## src/design/hcmb_pkg.sv

```systemverilog
package hcmb_pkg;

  // Default sizes of the stored regions.
  localparam int VIDEO_BYTES_DEF  = 8192;
  localparam int WORK_BYTES_DEF   = 8192;
  localparam int OBJECT_BYTES_DEF = 160;
  localparam int HIGH_BYTES_DEF   = 127;

  // Widths of the bus fields and of a store offset.
  localparam int OP_W   = 2;
  localparam int ADDR_W = 16;
  localparam int DATA_W = 8;
  localparam int OFF_W  = 13;
  localparam int BOOT_AW = 8;

  // Memory map boundaries.
  localparam logic [ADDR_W-1:0] ADDR_BOOT_END = 16'h0100;
  localparam logic [ADDR_W-1:0] ADDR_VIDEO    = 16'h8000;
  localparam logic [ADDR_W-1:0] ADDR_CART_RAM = 16'hA000;
  localparam logic [ADDR_W-1:0] ADDR_WORK     = 16'hC000;
  localparam logic [ADDR_W-1:0] ADDR_OBJECT   = 16'hFE00;
  localparam logic [ADDR_W-1:0] ADDR_UNUSABLE = 16'hFEA0;
  localparam logic [ADDR_W-1:0] ADDR_IO       = 16'hFF00;
  localparam logic [ADDR_W-1:0] ADDR_BOOT_OFF = 16'hFF50;
  localparam logic [ADDR_W-1:0] ADDR_HIGH     = 16'hFF80;
  localparam logic [ADDR_W-1:0] ADDR_IRQ      = 16'hFFFF;

  // Fixed read values.
  localparam logic [DATA_W-1:0] JOYPAD_IDLE = 8'hCF;
  localparam logic [DATA_W-1:0] OPEN_BUS    = 8'hFF;

  // Limit type for comparing an offset against a region size.
  typedef logic [OFF_W:0] lim_t;

  // Bus operation codes.
  typedef enum logic [OP_W-1:0] {
    OP_READ  = 2'd0,
    OP_WRITE = 2'd1,
    OP_LOAD  = 2'd2
  } op_t;

  // Store selected by an access.
  typedef enum logic [2:0] {
    SEL_CONST,
    SEL_BOOT,
    SEL_VIDEO,
    SEL_WORK,
    SEL_OBJECT,
    SEL_HIGH,
    SEL_IRQ
  } sel_t;

  // One decoded access, passed from the decoder to the store.
  typedef struct packed {
    sel_t              sel;
    logic              wr;
    logic              unmap;
    logic              cart;
    logic [DATA_W-1:0] cval;
    logic [DATA_W-1:0] data;
    logic [OFF_W-1:0]  off;
  } acc_t;

endpackage

```

## src/design/hcmb_decode.sv

```systemverilog
module hcmb_decode import hcmb_pkg::*; #(
  parameter int VIDEO_BYTES  = VIDEO_BYTES_DEF,
  parameter int WORK_BYTES   = WORK_BYTES_DEF,
  parameter int OBJECT_BYTES = OBJECT_BYTES_DEF,
  parameter int HIGH_BYTES   = HIGH_BYTES_DEF
) (
  input  logic [OP_W-1:0]   opcode,
  input  logic [ADDR_W-1:0] address,
  input  logic [DATA_W-1:0] write_data,
  input  logic              boot_mapped,
  output acc_t              acc
);

  localparam lim_t VIDEO_LIM  = lim_t'(VIDEO_BYTES);
  localparam lim_t WORK_LIM   = lim_t'(WORK_BYTES);
  localparam lim_t OBJECT_LIM = lim_t'(OBJECT_BYTES);
  localparam lim_t HIGH_LIM   = lim_t'(HIGH_BYTES);

  logic             is_cart;
  logic             is_io;
  logic             is_boot;
  sel_t             loc_sel;
  logic [OFF_W-1:0] loc_off;

  // Region flags shared by reads and writes.
  assign is_cart = (address < ADDR_VIDEO) ||
                   ((address >= ADDR_CART_RAM) && (address < ADDR_WORK));
  assign is_io   = (address >= ADDR_IO) && (address < ADDR_HIGH);
  assign is_boot = (address < ADDR_BOOT_END);

  // Locate the stored byte; the work RAM and its echo share the low 13 address bits.
  always_comb begin
    loc_sel = SEL_CONST;
    loc_off = '0;
    if ((address >= ADDR_VIDEO) && (address < ADDR_CART_RAM)) begin
      loc_off = address[OFF_W-1:0];
      if ({1'b0, loc_off} < VIDEO_LIM) loc_sel = SEL_VIDEO;
    end else if ((address >= ADDR_WORK) && (address < ADDR_OBJECT)) begin
      loc_off = address[OFF_W-1:0];
      if ({1'b0, loc_off} < WORK_LIM) loc_sel = SEL_WORK;
    end else if ((address >= ADDR_OBJECT) && (address < ADDR_UNUSABLE)) begin
      loc_off = {{(OFF_W-8){1'b0}}, address[7:0]};
      if ({1'b0, loc_off} < OBJECT_LIM) loc_sel = SEL_OBJECT;
    end else if ((address >= ADDR_HIGH) && (address < ADDR_IRQ)) begin
      loc_off = {{(OFF_W-7){1'b0}}, address[6:0]};
      if ({1'b0, loc_off} < HIGH_LIM) loc_sel = SEL_HIGH;
    end else if (address == ADDR_IRQ) begin
      loc_sel = SEL_IRQ;
    end
  end

  // Build the access from the operation code.
  always_comb begin
    acc       = '0;
    acc.sel   = SEL_CONST;
    acc.data  = write_data;
    unique case (op_t'(opcode))
      OP_READ: begin
        if (boot_mapped && is_boot) begin
          acc.sel = SEL_BOOT;
          acc.off = {{(OFF_W-BOOT_AW){1'b0}}, address[BOOT_AW-1:0]};
        end else if (is_cart) begin
          acc.cval = OPEN_BUS;
          acc.cart = 1'b1;
        end else if (is_io) begin
          acc.cval = (address == ADDR_IO) ? JOYPAD_IDLE : OPEN_BUS;
        end else begin
          acc.sel  = loc_sel;
          acc.off  = loc_off;
          acc.cval = OPEN_BUS;
        end
      end
      OP_WRITE: begin
        acc.wr = 1'b1;
        if (is_cart) begin
          acc.cart = 1'b1;
        end else if (is_io) begin
          acc.unmap = (address == ADDR_BOOT_OFF) && (write_data != '0);
        end else begin
          acc.sel = loc_sel;
          acc.off = loc_off;
        end
      end
      OP_LOAD: begin
        acc.wr = 1'b1;
        if (is_boot) begin
          acc.sel = SEL_BOOT;
          acc.off = {{(OFF_W-BOOT_AW){1'b0}}, address[BOOT_AW-1:0]};
        end
      end
      default: begin
        acc.sel = SEL_CONST;
      end
    endcase
  end

endmodule

```

## config.mk

```make
export PLATFORM = sky130hd
export DESIGN_NAME = hcmb_decode
export DESIGN_NICKNAME = d
export VERILOG_FILES = /design/src/design/hcmb_pkg.sv /design/src/design/hcmb_decode.sv
export SDC_FILE = /design/constraint.sdc
export NUM_CORES = 1
export LEC_CHECK = 0
export BUFFER_PORTS_ARGS = -buffer_cell sky130_fd_sc_hd__buf_4
export CORE_ASPECT_RATIO = 1.25
export CORE_MARGIN = 4
export CORE_UTILIZATION = 33
export DETAILED_ROUTE_END_ITERATION = 10
export GPL_TIMING_DRIVEN = 0
export PLACE_DENSITY = 0.82
export REMOVE_ABC_BUFFERS = 1
export SLEW_MARGIN = 20
export SYNTH_ARGS = -nofsm -noshare
export SYNTH_HDL_FRONTEND = slang
export SYNTH_SLANG_ARGS = --single-unit
```

## constraint.sdc

```tcl
create_clock -name vclk -period 2.1
set_input_delay 0.42 -clock vclk [all_inputs]
set_output_delay 0.42 -clock vclk [all_outputs]
set_load 0.01 [all_outputs]
```

; ---- Yosys cells after proc, flatten, opt, wreduce, memory -nomap -nowiden
; Index checks and enable logic that the tools add are counted.
; Widths: inputs -> output; s select.
[classes]
order_cmp = 16
n_eq_ne = 5
muxes = 32
n_reduce_logical = 12
[ops]
columns = cell, n
row1 = $lt 16x16->1 const B, 7
row2 = $ge 16x16->1 const B, 6
row3 = $mux 13, 5
row4 = $eq 16x16->1 const B, 3
row5 = $pmux 13 s3, 1
row6 = $mux 8, 4
row7 = $mux 3, 10
row8 = $lt 16x9->1 const B, 1
row9 = $mux 6, 2
row10 = $mux 9, 1
row11 = $pmux 3 s3, 1
row12 = $logic_and 1x1->1, 8
row13 = $lt 8x8->1 const B, 1
row14 = $reduce_bool 8->1, 1
row15 = $lt 7x7->1 const B, 1
row16 = $mux 7, 1
row17 = $mux 1, 6
row18 = $eq 2x1->1 const B, 1
row19 = $eq 2x2->1 const B, 1
row20 = $logic_not 2->1, 1
row21 = $pmux 1 s2, 1
row22 = $reduce_or 2->1, 1
row23 = $logic_or 1x1->1, 1
[totals]
ff_bits = 0
input_bits = 27
out_inout_bits = 35
wordCells = 65

; ---- Depth between registers and ports, before layout
[depth]
ltp_word = 10
ltp_mapped = 7
mapped_depth_nobuf = 7

; ---- Least setup slack after synthesis
; OpenSTA, ideal clock, no wires.
[synth_timing]
kind = input to output
startpoint = in opcode[0]
endpoint = out acc[0] in the netlist's numbering
arrival_ns = 1.890
t_required_ns = 1.680
path_slack_ns = -0.210
cell_stages = 7
path_buffers = 0
path_cell_list = inv_1 -> ha_1 -> inv_1 -> a31oi_1 -> o221ai_2 -> o32a_2 -> nor2b_1
[synth_rtl]
columns = element, line
row1 = from (decl), hcmb_decode.sv:7  ; input logic [OP_W-1:0] opcode,
row2 = to (decl), hcmb_decode.sv:11  ; output acc_t acc

==> out/metrics.cfg <==
[power_and_ir_drop]
ir_drop_mv=0.0905
comb_power_share_pct=100.0
p_per_area_nw_per_um2=169
internal-power_uw=113
power_leakage_uw=0.000576
p_clk_share_pct=0
sw_frac_of_total_pct=46.4
power_switching_uw=97.3
seqPwrFrac_pct=0

[global_routing]
grt_pass1_vias=733
grt_overflow=0
grt_pass1_wl_mm=3.13
grt_usage_pct=16.3
grt_max_degree=8
antenna_found_initial=0

[timing]
finalMaxSlewViolations=0
period_share_pct=111
relSlewSlack_pct=74.9
worstMarginPinSlew_ns=0.373
rsz0062_at_grt=yes
setup_ws_ns=-0.223
fmax_mhz=430
finalHoldViolCount=0
setup_violations=16
fin_tns_setup_ns=-1.56
whs_ns=1.03
min_period_ns=2.32

[outcome]
violations=setup timing
outcome=finished with violations

[routing]
route.detailed.drc=0
firstDrtPassIters=4
vias=887
wire_per_inst_microns=16.8
viasPerCell=5.44
totalWireLength_mm=2.73
drtIter0Drc=14
antenna_left=0

[placed_design]
gp_congestion=0.855
place_hpwl_mm=1.65
portBuffers=62
placed_cell_area_sq_um=936
place_worst_setup_slack_ns=-0.474

[final_layout]
n_antenna_cell=0
n_sequential_cell=0
most-common-layout-cells=63 x buf_4, 10 x buf_6, 7 x nor2b_1
drive_gt1_share_pct=71.7
area.growth.synth_to_final_pct=124
nets=178
clkbuf_count=0
final_cell_area_sq_um=1240
mostFrequentLayoutCell=buf_4
nFillCells=108
regArea_sq_um=0

[floorplan]
initial_core_util_pct=35.0
coreArea_sq_um=1580
die_y_microns=53.8
dieArea_sq_um=2400
rows=16
io_pins=62
die_width_microns=44.6

[synth]
synth_area_per_cell_sq_um=6.58
yosys.area.top_type=buf_4
syn_inst=84
synthesis.area_sq_um=553
synth_top_area_share_pct=19.0
synth_area_leaders=buf_4 19%, ha_1 9.0%, nor2b_1 7.9%
synth_cell_types=27
ys_warn_count=0
ys_seq_area_share_pct=0

[critical_path]
crit_type=in -> out
cp-start-kind=input pin
path_max_fanout=2
worstPathRequired_ns=1.68
end_kind=output port
arrival_ns=1.90

[job]
drv_cap=0

[clock_tree]
cts_hold_buf=0

[hold_path]
min_path_type=in -> out
whs_endpoint=acc[15]
min_path_cells=2
min-delay-start=write_data[2]

[metrics by stage]
step,std cells,total power [uW],util [%]
after floorplan,70,52.4,-
after global placement,150,151,59.2
after detailed placement,150,154,59.2
after CTS,160,186,72.0
after global routing,163,222,78.4
final,163,210,78.4
[worst max path at each step]
stage | start | to | slack, ns
after detailed placement | opcode[0] | acc[2] | -0.47
after global placement | address[9] | acc[2] | -0.44
after CTS | address[3] | acc[26] | -0.21
final | address[3] | acc[26] | -0.22
after floorplan | opcode[0] | acc[0] | -0.81
after global routing | address[11] | acc[25] | -0.29
[routing by layer]
metal	global-route usage (%)	vias up	routed length, microns
met5	0	-	0
met4	2.01	0	103
met3	1.34	15	210
met2	34.9	45	1500
met1	16.7	414	917
li1	-	413	-
[critical path, stage by stage]
cell and delay (ns):
buf_6 0.09, or4_4 0.52, or4_4 0.43, o31a_1 0.28
buf_4 0.15
[power groups by stage]
stage	Clock (uW)	Combinational [uW]	Sequential, uW
floorplan	0	52.4	0
global placement	0	151	0
CTS	0	186	0
finish	0	210	0
detailed placement	0	154	0
global route	0	222	0
[cells by family after synthesis]
| kind of cell | share of synthesized area (%) |
|---|---|
| AND/OR/NAND/NOR | 43.9 |
| AO/OA/AOI/OAI | 21.5 |
| buffers and inverters | 23.8 |
| multiplexers | 1.81 |
| adder cells (fa/ha/maj) | 9.05 |
[cell type report]
class | count | area, sq um | area share (%)
timing repair buffer | 75 | 616 | 49.6
multi-input combinational | 63 | 576 | 46.4
inverter | 7 | 26.3 | 2.12
tap | 18 | 22.5 | 1.82
[synthesized netlist by cell type]
library cell / count
nand2_1: 4
buf_4: 14
or2_2: 2
o21ba_2: 1
nand4_1: 3
or4_1: 3
a21oi_1: 3
and2_1: 6
o21ai_0: 3
ha_1: 4
nand2b_1: 1
a2bb2oi_1: 1
o31a_1: 1
nor2_1: 5
nor3_1: 2
mux2i_1: 1
o32a_2: 1
nand3_1: 2
nor2b_1: 7
and4_1: 1
a211oi_1: 3
nor3b_1: 1
and3_1: 1
nor4_1: 4
inv_1: 7
o221ai_2: 1
a31oi_1: 2
[repair_timing]
action | CTS | global route
setup endpoints to repair | 19 | 20
pin swaps | 11 | 15
resized for setup | 24 | 23
setup buffers | 10 | 3
Power figures use the tool's default switching activity.
